===== config.mk =====
export PLATFORM = sky130hd
export DESIGN_NAME = lz77_triple_decoder_core
export DESIGN_NICKNAME = d
export VERILOG_FILES = /design/src/design/ltd_pkg.sv /design/src/design/ltd_ring_ram.sv /design/src/design/ltd_issue.sv /design/src/design/ltd_pack.sv /design/src/design/lz77_triple_decoder_core.sv
export SDC_FILE = /design/constraint.sdc
export NUM_CORES = 2
export LEC_CHECK = 0
export BUFFER_PORTS_ARGS = -buffer_cell sky130_fd_sc_hd__buf_2
export CORE_ASPECT_RATIO = 1.25
export CORE_UTILIZATION = 30
export CTS_CLUSTER_DIAMETER = 80
export DETAILED_ROUTE_END_ITERATION = 7
export PLACE_DENSITY = 0.55
export SLEW_MARGIN = 20
export SYNTH_ARGS = -nofsm -noshare
export SYNTH_HDL_FRONTEND = slang
export SYNTH_SLANG_ARGS = --single-unit

===== constraint.sdc =====
create_clock -name clk -period 19.17 [get_ports clk]
set_clock_uncertainty 0.05 [all_clocks]
set_input_delay 1.917 -clock clk [delete_from_list [all_inputs] [get_ports clk]]
set_output_delay 1.917 -clock clk [all_outputs]
set_load 0.01 [all_outputs]

===== src/design/ltd_pkg.sv =====
// ----------------------------------------------------------------------------
// ltd_pkg
// Shared types and constants for the LZ77 triple decoder.
// ----------------------------------------------------------------------------
package ltd_pkg;

  localparam int TOKEN_FIELD_BITS = 16;
  localparam int BYTE_W           = 8;

  typedef enum logic {
    ST_IDLE,
    ST_RUN
  } state_t;

  // One byte slot issued toward the write-back stage
  typedef struct packed {
    logic             valid;
    logic             last;      // slot carries the literal
    logic             in_range;  // distance reaches a written entry
    logic             use_last;  // distance one: take the byte written just before
    logic [BYTE_W-1:0] literal;
  } issue_t;

endpackage


===== src/design/ltd_ring_ram.sv =====
// ----------------------------------------------------------------------------
// ltd_ring_ram
// History ring: one write port, one read port, registered read data.
// ----------------------------------------------------------------------------
module ltd_ring_ram #(
  parameter int ADDR_W = 9
) (
  input  logic                      clk,
  input  logic                      we,
  input  logic [ADDR_W-1:0]         waddr,
  input  logic [ltd_pkg::BYTE_W-1:0] wdata,
  input  logic                      re,
  input  logic [ADDR_W-1:0]         raddr,
  output logic [ltd_pkg::BYTE_W-1:0] rdata
);

  logic [ltd_pkg::BYTE_W-1:0] mem [2**ADDR_W];

  always_ff @(posedge clk) begin
    if (we) begin
      mem[waddr] <= wdata;
    end
  end

  // hold read data while no read is issued
  always_ff @(posedge clk) begin
    if (re) begin
      rdata <= mem[raddr];
    end
  end

endmodule


===== src/design/ltd_issue.sv =====
// ----------------------------------------------------------------------------
// ltd_issue
// Token sequencer: splits a token, walks its copy bytes and literal, and
// issues one ring read per copy byte.
// ----------------------------------------------------------------------------
module ltd_issue #(
  parameter int DISTANCE_BITS = 9
) (
  input  logic                        clk,
  input  logic                        rst,
  input  logic                        tok_valid,
  output logic                        tok_ready,
  input  logic [7:0]                  first_byte,
  input  logic [7:0]                  second_byte,
  input  logic [7:0]                  third_byte,
  input  logic                        advance,
  output ltd_pkg::issue_t             iss,
  output logic [DISTANCE_BITS-1:0]    iss_addr,
  output logic                        rd_en,
  output logic [DISTANCE_BITS-1:0]    rd_addr
);

  localparam int LEN_BITS = ltd_pkg::TOKEN_FIELD_BITS - DISTANCE_BITS;
  localparam int LEN_W    = (LEN_BITS > 0) ? LEN_BITS : 1;
  localparam logic [15:0] LEN_MASK = 16'((32'd1 << LEN_BITS) - 32'd1);
  localparam logic [DISTANCE_BITS:0] RING_SIZE = {1'b1, {DISTANCE_BITS{1'b0}}};

  ltd_pkg::state_t state, state_next;

  logic [DISTANCE_BITS-1:0] back_dist;
  logic [LEN_W-1:0]         len;
  logic [7:0]               lit;
  logic [LEN_W-1:0]         pos;
  logic [DISTANCE_BITS-1:0] wp;
  logic [DISTANCE_BITS:0]   fill;

  logic [15:0]              field;
  logic                     issue_go;
  logic                     is_last;
  logic                     accept;

  assign field    = {first_byte, second_byte};
  assign is_last  = (pos == len);
  assign issue_go = (state == ltd_pkg::ST_RUN) && advance;
  assign accept   = tok_valid && tok_ready;

  assign rd_en    = issue_go && !is_last;
  assign rd_addr  = wp - back_dist;
  assign iss_addr = wp;

  always_comb begin
    iss.valid    = issue_go;
    iss.last     = is_last;
    iss.in_range = !is_last && (back_dist != '0) && ({1'b0, back_dist} <= fill);
    iss.use_last = (back_dist == DISTANCE_BITS'(1));
    iss.literal  = lit;
  end

  always_ff @(posedge clk) begin
    if (rst) begin
      state <= ltd_pkg::ST_IDLE;
    end else begin
      state <= state_next;
    end
  end

  always_comb begin
    state_next = state;
    tok_ready  = 1'b0;
    unique case (state)
      ltd_pkg::ST_IDLE: begin
        tok_ready = 1'b1;
        if (tok_valid) begin
          state_next = ltd_pkg::ST_RUN;
        end
      end
      ltd_pkg::ST_RUN: begin
        if (issue_go && is_last) begin
          state_next = ltd_pkg::ST_IDLE;
        end
      end
      default: state_next = ltd_pkg::ST_IDLE;
    endcase
  end

  // token fields
  always_ff @(posedge clk) begin
    if (accept) begin
      back_dist <= DISTANCE_BITS'(field >> LEN_BITS);
      len       <= LEN_W'(field & LEN_MASK);
      lit       <= third_byte;
    end
  end

  // ring position and fill count advance with each issued byte
  always_ff @(posedge clk) begin
    if (rst) begin
      pos  <= '0;
      wp   <= '0;
      fill <= '0;
    end else begin
      if (accept) begin
        pos <= '0;
      end else if (issue_go) begin
        pos <= pos + LEN_W'(1);
      end
      if (issue_go) begin
        wp <= wp + DISTANCE_BITS'(1);
        if (fill != RING_SIZE) begin
          fill <= fill + (DISTANCE_BITS+1)'(1);
        end
      end
    end
  end

endmodule


===== src/design/ltd_pack.sv =====
// ----------------------------------------------------------------------------
// ltd_pack
// Write-back stage: picks each output byte, writes it into the ring and
// packs bytes into results held in the output register.
// ----------------------------------------------------------------------------
module ltd_pack #(
  parameter int DISTANCE_BITS    = 9,
  parameter int BYTES_PER_RESULT = 4
) (
  input  logic                              clk,
  input  logic                              rst,
  input  ltd_pkg::issue_t                   iss,
  input  logic [DISTANCE_BITS-1:0]          iss_addr,
  input  logic [ltd_pkg::BYTE_W-1:0]        rdata,
  output logic                              advance,
  output logic                              mem_we,
  output logic [DISTANCE_BITS-1:0]          mem_waddr,
  output logic [ltd_pkg::BYTE_W-1:0]        mem_wdata,
  output logic                              out_valid,
  input  logic                              out_ready,
  output logic [8*BYTES_PER_RESULT-1:0]     packed_bytes,
  output logic [$clog2(BYTES_PER_RESULT+1)-1:0] byte_count,
  output logic                              token_done
);

  localparam int PACK_W = 8 * BYTES_PER_RESULT;
  localparam int CNT_W  = $clog2(BYTES_PER_RESULT + 1);
  localparam int LANE_W = (BYTES_PER_RESULT > 1) ? $clog2(BYTES_PER_RESULT) : 1;

  ltd_pkg::issue_t          w;
  logic [DISTANCE_BITS-1:0] w_addr;
  logic [7:0]               last_byte;
  logic [PACK_W-1:0]        acc;
  logic [LANE_W-1:0]        lane;

  logic [7:0]               cur_byte;
  logic [PACK_W-1:0]        acc_next;
  logic                     flush;

  assign advance = !out_valid || out_ready;

  always_comb begin
    if (w.last) begin
      cur_byte = w.literal;
    end else if (!w.in_range) begin
      cur_byte = '0;
    end else if (w.use_last) begin
      cur_byte = last_byte;
    end else begin
      cur_byte = rdata;
    end
  end

  always_comb begin
    acc_next = acc;
    acc_next[lane*8 +: 8] = cur_byte;
  end

  assign flush     = w.last || (lane == LANE_W'(BYTES_PER_RESULT - 1));
  assign mem_we    = w.valid && advance;
  assign mem_waddr = w_addr;
  assign mem_wdata = cur_byte;

  // write-back stage register; hold while the output register is blocked
  always_ff @(posedge clk) begin
    if (rst) begin
      w <= '0;
    end else if (advance) begin
      w <= iss;
    end
  end

  always_ff @(posedge clk) begin
    if (advance) begin
      w_addr <= iss_addr;
    end
  end

  always_ff @(posedge clk) begin
    if (rst) begin
      last_byte <= '0;
      acc       <= '0;
      lane      <= '0;
    end else if (mem_we) begin
      last_byte <= cur_byte;
      if (flush) begin
        acc  <= '0;
        lane <= '0;
      end else begin
        acc  <= acc_next;
        lane <= lane + LANE_W'(1);
      end
    end
  end

  always_ff @(posedge clk) begin
    if (rst) begin
      out_valid <= 1'b0;
    end else if (mem_we && flush) begin
      out_valid <= 1'b1;
    end else if (out_ready) begin
      out_valid <= 1'b0;
    end
  end

  always_ff @(posedge clk) begin
    if (mem_we && flush) begin
      packed_bytes <= acc_next;
      byte_count   <= CNT_W'(lane) + CNT_W'(1);
      token_done   <= w.last;
    end
  end

endmodule


===== src/design/lz77_triple_decoder_core.sv =====
// ----------------------------------------------------------------------------
// lz77_triple_decoder_core
// LZ77 token decoder: expands each 3-byte token into copied history bytes
// and a literal, packed several bytes per output transaction.
// ----------------------------------------------------------------------------
//  channel | dir | tdata                                   | tlast
//  s_axis  | in  | first_byte, second_byte, third_byte     | -
//  m_axis  | out | packed_bytes, byte_count, zero padding  | token_done
//
//  A token is accepted in the idle state, then takes one cycle per copied byte
//  and one for the literal while the output register is not blocked, set by
//  the single-byte ring port. Bytes pass the write-back and output registers.
//  After reset the ring reads as zero through a fill count; no clear pass.
//  m_tready low with a result waiting holds write-back and the byte sequencer.
// ----------------------------------------------------------------------------
module lz77_triple_decoder_core #(
  parameter int DISTANCE_BITS    = 9,
  parameter int BYTES_PER_RESULT = 4
) (
  input  logic        clk,
  input  logic        rst,
  input  logic        s_tvalid,
  output logic        s_tready,
  // [7:0] first_byte, [15:8] second_byte, [23:16] third_byte
  input  logic [23:0] s_tdata,
  output logic        m_tvalid,
  input  logic        m_tready,
  // [8*B-1:0] packed_bytes, then byte_count, then zero fill (B = BYTES_PER_RESULT)
  output logic [((8*BYTES_PER_RESULT + $clog2(BYTES_PER_RESULT+1) + 7) / 8) * 8 - 1:0] m_tdata,
  output logic        m_tlast
);

  localparam int PACK_W = 8 * BYTES_PER_RESULT;
  localparam int CNT_W  = $clog2(BYTES_PER_RESULT + 1);
  localparam int DATA_W = ((PACK_W + CNT_W + 7) / 8) * 8;

  ltd_pkg::issue_t          iss;
  logic [DISTANCE_BITS-1:0] iss_addr;
  logic                     rd_en;
  logic [DISTANCE_BITS-1:0] rd_addr;
  logic [7:0]               rdata;
  logic                     advance;
  logic                     mem_we;
  logic [DISTANCE_BITS-1:0] mem_waddr;
  logic [7:0]               mem_wdata;
  logic [PACK_W-1:0]        packed_bytes;
  logic [CNT_W-1:0]         byte_count;

  ltd_issue #(
    .DISTANCE_BITS(DISTANCE_BITS)
  ) u_issue (
    .clk        (clk),
    .rst        (rst),
    .tok_valid  (s_tvalid),
    .tok_ready  (s_tready),
    .first_byte (s_tdata[7:0]),
    .second_byte(s_tdata[15:8]),
    .third_byte (s_tdata[23:16]),
    .advance    (advance),
    .iss        (iss),
    .iss_addr   (iss_addr),
    .rd_en      (rd_en),
    .rd_addr    (rd_addr)
  );

  ltd_ring_ram #(
    .ADDR_W(DISTANCE_BITS)
  ) u_ring (
    .clk  (clk),
    .we   (mem_we),
    .waddr(mem_waddr),
    .wdata(mem_wdata),
    .re   (rd_en),
    .raddr(rd_addr),
    .rdata(rdata)
  );

  ltd_pack #(
    .DISTANCE_BITS   (DISTANCE_BITS),
    .BYTES_PER_RESULT(BYTES_PER_RESULT)
  ) u_pack (
    .clk         (clk),
    .rst         (rst),
    .iss         (iss),
    .iss_addr    (iss_addr),
    .rdata       (rdata),
    .advance     (advance),
    .mem_we      (mem_we),
    .mem_waddr   (mem_waddr),
    .mem_wdata   (mem_wdata),
    .out_valid   (m_tvalid),
    .out_ready   (m_tready),
    .packed_bytes(packed_bytes),
    .byte_count  (byte_count),
    .token_done  (m_tlast)
  );

  assign m_tdata = DATA_W'({byte_count, packed_bytes});

endmodule


==> flow_summary.yaml <==
run_status:
  status: "finished, final reports clean"
worst_setup_path:
  critPathMaxFanout: 122
  cp_slowest_stage_delay_ns: 1.22
  end_kind: "flip-flop"
  cp_slowest_cell: "fa_4"
  worstSetupPathType: "flip-flop to flip-flop"
  critPathArrivalTime_ns: 8.76
  cp_cell_sequence: "inv_1 -> ha_1 -> fa_4 -> buf_12 -> buf_4 -> buf_12 -> buf_4 -> mux4_1 -> mux4_2 -> and2_1 -> a2111oi_0 -> a2bb2oi_1 -> nand4_1 -> nor4bb_2"
  cp.required_ns: 19.81
  worst_setup_path_start_kind: "flip-flop"
clocking:
  h-tree-depth: 5
  hold_buffers: 0
  cts_root_buffer: "clkbuf_16"
  postCtsSetupBuffers: 0
  cts.reportedPaths.clkPinSlew_ns: 0.07
  cts_made_buffers: 393
  insertion_delay_ns: 0.98
  cts_tree: "done"
  cts_sinks: 4255
  cts_max_path_buffers: 4
  post_cts_resized: 0
synthesis:
  syn-cell-area_um2: 167000
  synth_common_cells: "edfxtp_1, mux4_2, nand2_1"
  synthArstFlopShare_pct: 0
  yosysSeqAreaShare_pct: 75.9
  synth-seq-cells: 4255
  synth_top_area_cell: "edfxtp_1"
  synth_area_leaders: "edfxtp_1, mux4_2, nand2_1, nor2_1, mux4_1"
  synth_area_per_cell_um2: 20.7
  ys.flop_type: "edfxtp_1"
  synth_edf_count: 4173
  yosysWarnings: 0
  ys_types: 81
  synth_cells: 8087
  yosysTopAreaCellShare_pct: 74.9
  yosysMostFrequentCell: "edfxtp_1"
timing:
  final.period_utilization_pct: 42.3
  slew_viol_final: 0
  finalHoldViolCount: 0
  period_minus_slack_ns: 8.12
  max_freq_mhz: 123
  fin_tns_setup_ns: 0
  rsz0062_at_grt: "false"
  slew_headroom_pct: 17.9
  worst_slew_pin_slew_ns: 1.22
  setup_viol: 0
layout:
  drive_gt1_share_pct: 22.8
  final_nets: 8287
  nFillCells: 51468
  finish.instance_area_um2: 188000
  synthToLayoutAreaGrowth_pct: 12.6
power_and_ir_drop:
  ir_drop_uv: 92.2
  cellLeakagePower_nw: 58.2
  powerDensity_nw_per_um2: 110
detailed_routing:
  num_vias: 81396
  drc: 0
  dr.pass1.iters: 5
  antenna_left: 0
  drtIter0Drc: 8521
  routed_via_density: 5.10
  wire_per_inst_um: 28.9
  wirelength_um: 461000
floorplanning:
  rows: 306
  dieWidth_um: 670
  ioPinCount: 71
  core_area_um2: 556000
  die-area_um2: 561000
  start_util_pct: 30.1
  die_h_um: 837
min_path:
  hp-class: "flip-flop to flip-flop"
placed_design:
  routabilityCongestion: 0.809
  dpl.hpwl_um: 271000
  io_buffers: 65
  place_area_um2: 175000
global_routing:
  grt_pass1_wl_um: 651000
  antenna_found_initial: 13
  grt_max_degree: 194
  track_usage_pct: 16.0
  grt_pass1_vias: 84482
  overflow: 0
flow_run:
  drv_cap: 0
## metrics by stage
step	hold slack (ns)	std cells	utilization, %	worst slack (ns)	power (mW)
after global placement	0.399	15223	31.5	10.75	12.8
after floorplan	0.382	8091	-	11.37	12.1
after detailed placement	0.399	15225	31.5	11.06	12.9
after global routing	0.433	15953	33.9	10.88	21.2
final	0.403	15960	33.9	11.05	20.7
after CTS	0.406	15942	33.9	11.02	20.8
## critical path, delay by kind of cell (launching register included)
kind / cells / cell delay (ns)
buf+inv: 5 / 2.67
fa+ha+maj: 2 / 1.47
compound gates: 2 / 1.38
mux: 2 / 0.89
simple gates: 3 / 0.54
flops: 1 / 0.43
## per-layer routing
layer  GRT usage [%]  vias to the layer above  routed length, µm
met2            28.6                     3113             240000
li1                -                    33412                  -
met1            19.5                    44149             174000
met3            2.29                      716              28100
met5               0                        -                 41
met4            6.40                        6              19700
## cell families after synthesis
family,count (synthesis),synth area share [%]
AND/OR/NAND/NOR,1631,4.05
other,1,0.00224
adder cells (fa/ha/maj),28,0.214
flip-flops,4255,75.9
AO/OA/AOI/OAI,356,1.54
XOR/XNOR,37,0.212
multiplexers,1209,15.8
buffers and inverters,570,2.34
## report_power, final
group / total [mW] / internal (mW) / switching [mW]
Combinational: 2.38 / 0.928 / 1.45
Sequential: 10.2 / 10.2 / 0.0182
Clock: 8.07 / 4.57 / 3.50
## flip-flops by register name, indices dropped and copies added, names as in the netlist, 2 cells and up
register             count
u_ring.mem            4096
u_pack.acc              32
u_pack.packed_bytes     32
u_pack.w                12
u_issue.fill            10
u_issue.back_dist        9
u_issue.iss_addr         9
u_pack.mem_waddr         9
u_issue.lit              8
u_pack.last_byte         8
u_ring.rdata             8
u_issue.len              7
u_issue.pos              7
u_pack.byte_count        3
u_pack.lane              2
## path summary, 6_finish.rpt
check | start | endpoint | slack (ns) | cells past startpoint
worst max register to register | u_issue.iss_addr[0] | u_ring.rdata[1] | 11.05 | 14
worst min register to register | u_pack.w[1] | u_pack.w[1] | 0.40 | 2
worst min-delay path | u_pack.w[1] | u_pack.w[1] | 0.40 | 2
worst max-delay path | u_issue.iss_addr[0] | u_ring.rdata[1] | 11.05 | 14
## cell usage in the layout (no fill, tap or decap), types with 13 or more instances in the layout
master | Yosys | final
a211oi_1 | 16 | 15
a21oi_1 | 63 | 63
a22oi_1 | 44 | 44
a311oi_1 | 35 | 35
a31oi_1 | 32 | 31
a32oi_1 | 25 | 25
and3_1 | 45 | 45
buf_12 | 6 | 14
buf_2 | 115 | 66
buf_4 | 47 | 164
bufinv_16 | 0 | 53
clkbuf_1 | 154 | 68
clkbuf_16 | 0 | 401
clkinv_1 | 0 | 81
clkinv_2 | 0 | 61
clkinvlp_4 | 0 | 26
dfxtp_1 | 82 | 82
diode_2 | 0 | 15
edfxtp_1 | 4173 | 4173
ha_1 | 27 | 26
inv_1 | 69 | 61
mux2_2 | 15 | 15
mux2i_1 | 76 | 76
mux4_1 | 64 | 64
mux4_2 | 1054 | 1054
nand2_1 | 672 | 659
nand3_1 | 173 | 169
nand4_1 | 43 | 43
nor2_1 | 618 | 615
nor3_1 | 18 | 14
o2111ai_1 | 13 | 13
o21ai_0 | 18 | 16
o22ai_1 | 38 | 38
xnor2_1 | 16 | 14
xor2_1 | 17 | 13
## final cells by class
type / count / area (µm²) / share of cell area [%]
Clock buffer: 470 / 10300 / 5.47
Antenna cell: 15 / 37.5 / 0.0199
Clock inverter: 247 / 2760 / 1.47
Timing Repair Buffer: 246 / 1900 / 1.01
Inverter: 69 / 319 / 0.169
Multi-Input combinational cell: 3266 / 36900 / 19.6
Sequential cell: 4255 / 127000 / 67.4
Tap cell: 7392 / 9250 / 4.91
Power figures use the tool's default switching activity.
